===== config.mk =====
export PLATFORM = sky130hd
export DESIGN_NAME = calendar_clock_counter
export DESIGN_NICKNAME = d
export VERILOG_FILES = /design/src/rtl/ccc_pkg.sv /design/src/rtl/calendar_clock_counter.sv /design/src/rtl/ccc_core.sv
export SDC_FILE = /design/constraint.sdc
export NUM_CORES = 1
export LEC_CHECK = 0
export ABC_AREA = 1
export BUFFER_PORTS_ARGS = -buffer_cell sky130_fd_sc_hd__buf_4
export CORE_UTILIZATION = 61
export DETAILED_ROUTE_END_ITERATION = 16
export GPL_TIMING_DRIVEN = 0
export MAX_ROUTING_LAYER = met4
export PLACE_DENSITY = 0.93
export REMOVE_ABC_BUFFERS = 1
export SLEW_MARGIN = 20
export SYNTH_ARGS = -nofsm -noshare
export SYNTH_HDL_FRONTEND = slang
export SYNTH_SLANG_ARGS = --single-unit

===== constraint.sdc =====
create_clock -name clk -period 8.8 [get_ports clk]
set_input_delay 1.76 -clock clk [delete_from_list [all_inputs] [get_ports clk]]
set_output_delay 1.76 -clock clk [all_outputs]
set_load 0.02 [all_outputs]

===== src/rtl/ccc_pkg.sv =====
// Shared types, field widths, reset values and calendar helpers for the
// calendar clock counter. No dependencies.
`default_nettype none

package ccc_pkg;

  // Field widths
  localparam int CMD_W      = 2;
  localparam int INTERVAL_W = 17;
  localparam int HOUR_W     = 5;
  localparam int MIN_W      = 6;
  localparam int SEC_W      = 6;
  localparam int YEAR_W     = 16;
  localparam int MONTH_W    = 4;
  localparam int DAY_W      = 5;

  // Stream data widths, rounded up to whole bytes
  localparam int IN_TDATA_W  = 72;
  localparam int OUT_TDATA_W = 56;

  // Seconds-of-day arithmetic
  localparam int SOD_W  = 17;
  localparam int NEED_W = 18;

  // Reset values of the calendar
  localparam logic [YEAR_W-1:0]  RST_YEAR   = 16'd2017;
  localparam logic [MONTH_W-1:0] RST_MONTH  = 4'd11;
  localparam logic [DAY_W-1:0]   RST_DAY    = 5'd13;
  localparam logic [HOUR_W-1:0]  RST_HOUR   = 5'd9;
  localparam logic [MIN_W-1:0]   RST_MINUTE = 6'd45;

  // Divisibility by 25 on 16 bits: multiply by the inverse of 25 mod 2^16
  localparam logic [YEAR_W-1:0] INV25     = 16'd23593;
  localparam logic [YEAR_W-1:0] DIV25_MAX = 16'd2621;

  typedef enum logic [CMD_W-1:0] {
    CMD_TICK  = 2'd0,
    CMD_QUERY = 2'd1,
    CMD_LOAD  = 2'd2
  } ccc_cmd_t;

  typedef struct packed {
    ccc_cmd_t                command;
    logic [INTERVAL_W-1:0]   interval_seconds;
    logic [HOUR_W-1:0]       prev_hours;
    logic [MIN_W-1:0]        prev_minutes;
    logic [SEC_W-1:0]        prev_seconds;
    logic [YEAR_W-1:0]       load_year;
    logic [MONTH_W-1:0]      load_month;
    logic [DAY_W-1:0]        load_day;
    logic [HOUR_W-1:0]       load_hour;
    logic [MIN_W-1:0]        load_minute;
  } ccc_item_t;

  typedef struct packed {
    logic [SEC_W-1:0]   tod_seconds;
    logic [MIN_W-1:0]   tod_minutes;
    logic [HOUR_W-1:0]  tod_hours;
    logic [YEAR_W-1:0]  cal_year;
    logic [MONTH_W-1:0] cal_month;
    logic [DAY_W-1:0]   cal_day;
    logic [HOUR_W-1:0]  cal_hour;
    logic [MIN_W-1:0]   cal_minute;
    logic               elapsed;
  } ccc_result_t;

  // Gregorian leap year: 4/100/400 rule
  function automatic logic is_leap(input logic [YEAR_W-1:0] year);
    logic [2*YEAR_W-1:0] prod;
    logic                div25;
    prod  = year * INV25;
    div25 = (prod[YEAR_W-1:0] <= DIV25_MAX);
    return (year[1:0] == 2'd0) && (!div25 || (year[3:0] == 4'd0));
  endfunction

  // Days in a month; codes outside 1..12 have no length
  function automatic logic [DAY_W-1:0] month_len(input logic [MONTH_W-1:0] month,
                                                 input logic leap);
    logic [DAY_W-1:0] len;
    unique case (month)
      4'd1, 4'd3, 4'd5, 4'd7, 4'd8, 4'd10, 4'd12: len = 5'd31;
      4'd4, 4'd6, 4'd9, 4'd11:                    len = 5'd30;
      4'd2:    len = leap ? 5'd29 : 5'd28;
      default: len = 5'd0;
    endcase
    return len;
  endfunction

endpackage

`default_nettype wire


===== src/rtl/calendar_clock_counter.sv =====
// A request accepted into the input register passes through the combinational core into
// the result register, and is offered on m_axis from there.
// Throughput: one request per cycle unless m_axis stalls; the carry chain is combinational.
// While a result waits, the input register takes one more request, then s_axis_tready drops.
// Reset (rst, synchronous): time of day 00:00:00, calendar 2017-11-13 09:45,
// both stream sides empty.
// Top level: stream ports, input register, result register. Depends on ccc_pkg, ccc_core.
`default_nettype none

module calendar_clock_counter
  import ccc_pkg::*;
(
  input  wire logic                   clk,
  input  wire logic                   rst,
  input  wire logic                   s_axis_tvalid,
  output      logic                   s_axis_tready,
  // tdata, low bit up: interval_seconds[16:0], prev_hours[21:17], prev_minutes[27:22],
  // prev_seconds[33:28], load_year[49:34], load_month[53:50], load_day[58:54],
  // load_hour[63:59], load_minute[69:64], zero pad[71:70]
  input  wire logic [IN_TDATA_W-1:0]  s_axis_tdata,
  // tuser: command[1:0]
  input  wire logic [CMD_W-1:0]       s_axis_tuser,
  output      logic                   m_axis_tvalid,
  input  wire logic                   m_axis_tready,
  // tdata, low bit up: tod_seconds[5:0], tod_minutes[11:6], tod_hours[16:12],
  // cal_year[32:17], cal_month[36:33], cal_day[41:37], cal_hour[46:42],
  // cal_minute[52:47], elapsed[53], zero pad[55:54]
  output      logic [OUT_TDATA_W-1:0] m_axis_tdata
);

  logic        in_valid;
  ccc_item_t   in_item;
  logic        out_valid;
  ccc_result_t out_result;
  ccc_result_t core_result;
  logic        advance;
  logic        core_en;

  // Move forward when the result register is free or being drained
  assign advance       = !out_valid || m_axis_tready;
  assign core_en       = in_valid && advance;
  assign s_axis_tready = !in_valid || advance;

  // Input register
  always_ff @(posedge clk) begin
    if (rst) begin
      in_valid <= 1'b0;
    end else if (s_axis_tready) begin
      in_valid <= s_axis_tvalid;
    end
  end

  always_ff @(posedge clk) begin
    if (s_axis_tvalid && s_axis_tready) begin
      in_item.command          <= ccc_cmd_t'(s_axis_tuser);
      in_item.interval_seconds <= s_axis_tdata[16:0];
      in_item.prev_hours       <= s_axis_tdata[21:17];
      in_item.prev_minutes     <= s_axis_tdata[27:22];
      in_item.prev_seconds     <= s_axis_tdata[33:28];
      in_item.load_year        <= s_axis_tdata[49:34];
      in_item.load_month       <= s_axis_tdata[53:50];
      in_item.load_day         <= s_axis_tdata[58:54];
      in_item.load_hour        <= s_axis_tdata[63:59];
      in_item.load_minute      <= s_axis_tdata[69:64];
    end
  end

  ccc_core u_core (
    .clk    (clk),
    .rst    (rst),
    .en     (core_en),
    .item   (in_item),
    .result (core_result)
  );

  // Result register
  always_ff @(posedge clk) begin
    if (rst) begin
      out_valid <= 1'b0;
    end else if (advance) begin
      out_valid <= in_valid;
    end
  end

  always_ff @(posedge clk) begin
    if (core_en) begin
      out_result <= core_result;
    end
  end

  assign m_axis_tvalid = out_valid;
  assign m_axis_tdata  = {2'b00, out_result.elapsed, out_result.cal_minute,
                          out_result.cal_hour, out_result.cal_day, out_result.cal_month,
                          out_result.cal_year, out_result.tod_hours,
                          out_result.tod_minutes, out_result.tod_seconds};

endmodule

`default_nettype wire


===== src/rtl/ccc_core.sv =====
// Time-of-day counter, Gregorian calendar registers and elapsed compare.
// Updates its state once per enabled request. Depends on ccc_pkg.
`default_nettype none

module ccc_core
  import ccc_pkg::*;
(
  input  wire logic        clk,
  input  wire logic        rst,
  input  wire logic        en,
  input  wire ccc_item_t   item,
  output ccc_result_t      result
);

  logic [SEC_W-1:0]   sec_count, sec_count_next;
  logic [MIN_W-1:0]   min_count, min_count_next;
  logic [HOUR_W-1:0]  hour_count, hour_count_next;
  logic [YEAR_W-1:0]  year_reg, year_reg_next;
  logic [MONTH_W-1:0] month_reg, month_reg_next;
  logic [DAY_W-1:0]   day_reg, day_reg_next;
  logic [HOUR_W-1:0]  cal_hour_reg, cal_hour_reg_next;
  logic [MIN_W-1:0]   cal_minute_reg, cal_minute_reg_next;
  logic               leap_year, leap_year_next;

  logic               sec_wrap, min_wrap, tick_req, advance_cal;
  logic [MIN_W:0]     cmin_inc;
  logic [HOUR_W:0]    chour_inc;
  logic [MONTH_W:0]   month_inc;
  logic               cmin_carry, chour_carry, day_carry, month_carry;
  logic [YEAR_W-1:0]  year_adv;
  logic [MONTH_W-1:0] month_adv;
  logic [DAY_W-1:0]   day_adv;
  logic [HOUR_W-1:0]  chour_adv;
  logic [MIN_W-1:0]   cmin_adv;
  logic [SOD_W-1:0]   cur_sod, prev_sod;
  logic [NEED_W-1:0]  need_sod;
  logic               elapsed;

  // Time of day wraps
  assign sec_wrap    = (sec_count == SEC_W'(59));
  assign min_wrap    = (min_count == MIN_W'(59));
  assign tick_req    = en && (item.command == CMD_TICK);
  assign advance_cal = tick_req && sec_wrap;

  // Calendar carry chain; each carry tested before truncation
  assign cmin_inc    = {1'b0, cal_minute_reg} + (MIN_W+1)'(1);
  assign chour_inc   = {1'b0, cal_hour_reg} + (HOUR_W+1)'(1);
  assign month_inc   = {1'b0, month_reg} + (MONTH_W+1)'(1);
  assign cmin_carry  = (cmin_inc >= (MIN_W+1)'(60));
  assign chour_carry = (chour_inc >= (HOUR_W+1)'(24));
  assign day_carry   = (day_reg >= month_len(month_reg, leap_year));
  assign month_carry = (month_inc >= (MONTH_W+1)'(13));

  always_comb begin
    cmin_adv  = cal_minute_reg;
    chour_adv = cal_hour_reg;
    day_adv   = day_reg;
    month_adv = month_reg;
    year_adv  = year_reg;
    if (!cmin_carry) begin
      cmin_adv = cmin_inc[MIN_W-1:0];
    end else begin
      cmin_adv = '0;
      if (!chour_carry) begin
        chour_adv = chour_inc[HOUR_W-1:0];
      end else begin
        chour_adv = '0;
        if (!day_carry) begin
          day_adv = day_reg + DAY_W'(1);
        end else begin
          day_adv = DAY_W'(1);
          if (!month_carry) begin
            month_adv = month_inc[MONTH_W-1:0];
          end else begin
            month_adv = MONTH_W'(1);
            year_adv  = year_reg + YEAR_W'(1);
          end
        end
      end
    end
  end

  // Elapsed compare on seconds of day, no midnight wrap
  assign cur_sod  = SOD_W'(hour_count) * SOD_W'(3600) + SOD_W'(min_count) * SOD_W'(60)
                  + SOD_W'(sec_count);
  assign prev_sod = SOD_W'(item.prev_hours) * SOD_W'(3600)
                  + SOD_W'(item.prev_minutes) * SOD_W'(60) + SOD_W'(item.prev_seconds);
  assign need_sod = NEED_W'(prev_sod) + NEED_W'(item.interval_seconds);

  // Next state and result
  always_comb begin
    sec_count_next      = sec_count;
    min_count_next      = min_count;
    hour_count_next     = hour_count;
    year_reg_next       = year_reg;
    month_reg_next      = month_reg;
    day_reg_next        = day_reg;
    cal_hour_reg_next   = cal_hour_reg;
    cal_minute_reg_next = cal_minute_reg;
    elapsed             = 1'b0;
    if (en) begin
      unique case (item.command)
        CMD_TICK: begin
          if (!sec_wrap) begin
            sec_count_next = sec_count + SEC_W'(1);
          end else begin
            sec_count_next = '0;
            if (!min_wrap) begin
              min_count_next = min_count + MIN_W'(1);
            end else begin
              min_count_next  = '0;
              hour_count_next = (hour_count == HOUR_W'(23)) ? '0
                                                            : hour_count + HOUR_W'(1);
            end
          end
          if (advance_cal) begin
            year_reg_next       = year_adv;
            month_reg_next      = month_adv;
            day_reg_next        = day_adv;
            cal_hour_reg_next   = chour_adv;
            cal_minute_reg_next = cmin_adv;
          end
        end
        CMD_QUERY: begin
          elapsed = ({1'b0, cur_sod} >= need_sod);
        end
        CMD_LOAD: begin
          if (item.load_year != '0)   year_reg_next       = item.load_year;
          if (item.load_month != '0)  month_reg_next      = item.load_month;
          if (item.load_day != '0)    day_reg_next        = item.load_day;
          if (item.load_hour != '0)   cal_hour_reg_next   = item.load_hour;
          if (item.load_minute != '0) cal_minute_reg_next = item.load_minute;
        end
        default: begin
        end
      endcase
    end
    leap_year_next = is_leap(year_reg_next);
  end

  assign result.tod_seconds = sec_count_next;
  assign result.tod_minutes = min_count_next;
  assign result.tod_hours   = hour_count_next;
  assign result.cal_year    = year_reg_next;
  assign result.cal_month   = month_reg_next;
  assign result.cal_day     = day_reg_next;
  assign result.cal_hour    = cal_hour_reg_next;
  assign result.cal_minute  = cal_minute_reg_next;
  assign result.elapsed     = elapsed;

  // State registers
  always_ff @(posedge clk) begin
    if (rst) begin
      sec_count      <= '0;
      min_count      <= '0;
      hour_count     <= '0;
      year_reg       <= RST_YEAR;
      month_reg      <= RST_MONTH;
      day_reg        <= RST_DAY;
      cal_hour_reg   <= RST_HOUR;
      cal_minute_reg <= RST_MINUTE;
      leap_year      <= 1'b0;
    end else begin
      sec_count      <= sec_count_next;
      min_count      <= min_count_next;
      hour_count     <= hour_count_next;
      year_reg       <= year_reg_next;
      month_reg      <= month_reg_next;
      day_reg        <= day_reg_next;
      cal_hour_reg   <= cal_hour_reg_next;
      cal_minute_reg <= cal_minute_reg_next;
      leap_year      <= leap_year_next;
    end
  end

  // Cached leap flag always tracks the stored year
  a_leap_tracks_year: assert property (@(posedge clk) disable iff (rst)
    leap_year == is_leap(year_reg))
    else $error("leap flag out of step with year");

  // Time of day stays in range
  a_tod_range: assert property (@(posedge clk) disable iff (rst)
    (sec_count < SEC_W'(60)) && (min_count < MIN_W'(60)) && (hour_count < HOUR_W'(24)))
    else $error("time of day out of range");

  // A query leaves the state untouched; checked on the seconds count, year and calendar minute
  a_query_holds: assert property (@(posedge clk) disable iff (rst)
    en && (item.command == CMD_QUERY) |=>
      $stable(sec_count) && $stable(year_reg) && $stable(cal_minute_reg))
    else $error("query changed state");

  // Calendar minute moves only on a seconds rollover or a load
  a_cal_minute_cause: assert property (@(posedge clk) disable iff (rst)
    !(advance_cal || (en && (item.command == CMD_LOAD))) |=> $stable(cal_minute_reg))
    else $error("calendar minute changed without cause");

endmodule

`default_nettype wire


==> flow_summary.json <==
{
  "outcome": "finished clean",
  "criticalPathCategory": "input port to register",
  "wl_um": 32800,
  "drv_slew": 0,
  "rrSetupSlack_ns": 0.60,
  "area_growth_pct": 14.2,
  "drive_above_1_share": 0.124,
  "layout.nets": 2006,
  "skew_ns": 0.0123,
  "ys_seq_area_frac": 0.353,
  "hold_depth": 2,
  "firstDrtPassIters": 5,
  "ioPinCount": 136,
  "synthAdderAreaFrac": 0.264,
  "grt-ovfl-total": 0,
  "ys_seq_elements": 182,
  "first_iter_violations": 902,
  "irDropWorstVdd_mv": 0.156,
  "synth_top_area_share": 0.272,
  "gp_congestion": 0.919,
  "instances_no_fill": 1957,
  "ant_nets": 0,
  "worstSetupEndpointType": "register",
  "nFillCells": 1496,
  "cp-start-kind": "input port",
  "dp_cells": 1923,
  "synthTopCellsByArea": "edfxtp_1 (27%), ha_1 (19%), dfxtp_1 (8.1%)",
  "core_area_um2": 22100,
  "required_ns": 9.15,
  "final-setup-viol-count": 0,
  "route.detailed.drc": 0,
  "synthTopCellsByCount": "inv_1 (271), nand2_1 (217), ha_1 (215)",
  "cp_data_arrival_time_ns": 8.62,
  "cts_sinks": 182,
  "htreeDepth": 4,
  "relSlewSlack": 0.446,
  "num_rows": 54,
  "cts_made_buffers": 17,
  "grt_pass1_vias": 11300,
  "grt_start_max_net_pins": 63,
  "dpl.hpwl_um": 25000,
  "clk_pin_slew_ns": 0.07,
  "post-route-period-util": 0.940,
  "cp_max_fo": 15,
  "largest_reg_flops": 72,
  "leakagePower_nw": 7.77,
  "reg2regPathDepth": 37,
  "min_period_ns": 8.27,
  "power.density_nw_per_um2": 226,
  "cts_tree": "yes",
  "max_stage_delay_ns": 0.50,
  "r2r_start": "u_core.month_reg[1]",
  "synth_edf_count": 126,
  "die-height_um": 153,
  "post_drt_via_cell_ratio": 5.78,
  "vias": 11300,
  "power.total_mw": 3.59,
  "async_flop_share": 0,
  "yosys_warnings": 0,
  "portBuffers": 131,
  "muxShareOfSynthArea": 0,
  "synth_area_per_cell_um2": 9.08,
  "worst_pin_slew_ns": 0.829,
  "grt_pass1_wl_um": 53200,
  "synth_top_cell_by_area": "edfxtp_1",
  "rsz0062_at_grt": "false",
  "synthSimpleGateAreaFrac": 0.141,
  "synth_compound_area_frac": 0.107,
  "die_area_um2": 23400,
  "grt_util_all_layers": 0.294,
  "clkLatencyLatePin_ns": 0.44,
  "synth_top_flop_cell": "edfxtp_1",
  "drv_cap": 0,
  "synth_top_family_by_area": "adder cells",
  "cts_hold_buf": 0,
  "hold_class": "register to register",
  "syn_area_um2": 13900,
  "initial_utilization": 0.629,
  "antenna_found_initial": 0,
  "synth_cell_types": 56,
  "synthCells": 1531,
  "synth_xor_area_frac": 0.0523,
  "post_drt_wl_per_cell_um": 16.7,
  "clockBufferDepth": 2,
  "min-delay-start": "in_valid",
  "cts_root_buffer": "clkbuf_16",
  "slowest_stage": "fa_1",
  "final-hold-violation-count": 0,
  "holdPathEnd": "m_axis_tvalid",
  "diodes": 0,
  "synthMostInstantiatedCell": "inv_1",
  "whs_ns": 0.499,
  "dieWidth_um": 153,
  "r2r-end": "u_core.leap_year",
  "fmax_mhz": 121
}
-- how the worst max path moves through the flow --
stage / startpoint / end / slack (ns) / depth (start not counted)
final: m_axis_tready / u_core.leap_year / 0.53 / 36
after global routing: u_core.month_reg[1] / u_core.leap_year / 0.10 / 37
after CTS: m_axis_tready / u_core.leap_year / 0.09 / 35
after detailed placement: m_axis_tready / u_core.leap_year / -0.33 / 35
after global placement: m_axis_tready / u_core.leap_year / -2.32 / 27
after floorplan: m_axis_tready / u_core.leap_year / 0.11 / 27
-- metrics by stage --
stage / TNS (ns) / worst slack (ns) / area (µm²) / utilization
5_1_grt: 0 / 0.103 / 15900 / 0.719
4_1_cts: 0 / 0.0858 / 15900 / 0.718
2_1_floorplan: 0 / 0.110 / 13800 / -
3_3_place_gp: -2.32 / -2.32 / 15100 / 0.685
3_5_place_dp: -0.327 / -0.327 / 15300 / 0.692
6_report: 0 / 0.529 / 15900 / 0.719
-- placed cells by master, fill, tap and decap left out, drive strengths merged, types with 2 or more instances in the layout --
| master | n |
|---|---|
| buf | 138 |
| inv | 281 |
| and2 | 4 |
| nor3 | 24 |
| nor2 | 86 |
| nand2 | 224 |
| dfxtp | 56 |
| xor2 | 52 |
| o221ai | 2 |
| o211ai | 6 |
| o31ai | 5 |
| clkbuf | 20 |
| o22ai | 6 |
| ha | 215 |
| a31oi | 9 |
| a21oi | 106 |
| fa | 49 |
| o2111ai | 2 |
| a32oi | 2 |
| a22oi | 4 |
| clkinv | 5 |
| conb | 2 |
| nand4 | 21 |
| or2 | 15 |
| nor4 | 11 |
| o21bai | 12 |
| a21o | 5 |
| a211oi | 6 |
| xnor2 | 31 |
| edfxtp | 126 |
| o21ai | 83 |
| o21a | 4 |
| nand3 | 53 |
| bufinv | 2 |
-- timing repair --
action	CTS	global route
setup endpoints to repair	0	1
buffers inserted	0	2
resized for setup	0	3
-- critical path, delay by kind of cell --
family                   cells  cell delay, ns
XOR/XNOR                     3            0.58
adder cells (fa/ha/maj)      7            2.56
buffers and inverters        7            0.76
AND/OR/NAND/NOR             12            1.67
AO/OA/AOI/OAI                7            1.27
-- layout make-up --
cell class / instances / area [µm²] / share of cell area
clock buffers: 20 / 437 / 0.0275
clock inverters: 12 / 144 / 0.00906
inverters: 277 / 1040 / 0.0656
multi-input cells: 1048 / 7870 / 0.495
flip-flops and latches: 182 / 4900 / 0.309
well taps: 280 / 350 / 0.0221
repair buffers: 138 / 1140 / 0.0715
-- power breakdown --
group | switching (mW) | internal [mW] | total [mW]
Sequential | 0.0288 | 0.959 | 0.988
Combinational | 1.06 | 0.766 | 1.83
Clock | 0.352 | 0.425 | 0.777
-- logic make-up (layout without fill, tap and decap cells) --
logic type,after synthesis,after routing
flops,182,182
other cells,1,2
simple gates,441,441
fa+ha+maj,264,264
compound gates,258,258
buf+inv,302,447
xor+xnor,83,83
-- routing by layer --
metal  up-vias  track usage  part of all wire
met5         -            -                 0
li1       5383            -                 -
met4         0        0.123             0.033
met1      5331        0.352              0.40
met2       525        0.495              0.49
met3        79       0.0437             0.074
Power figures use the tool's default switching activity.
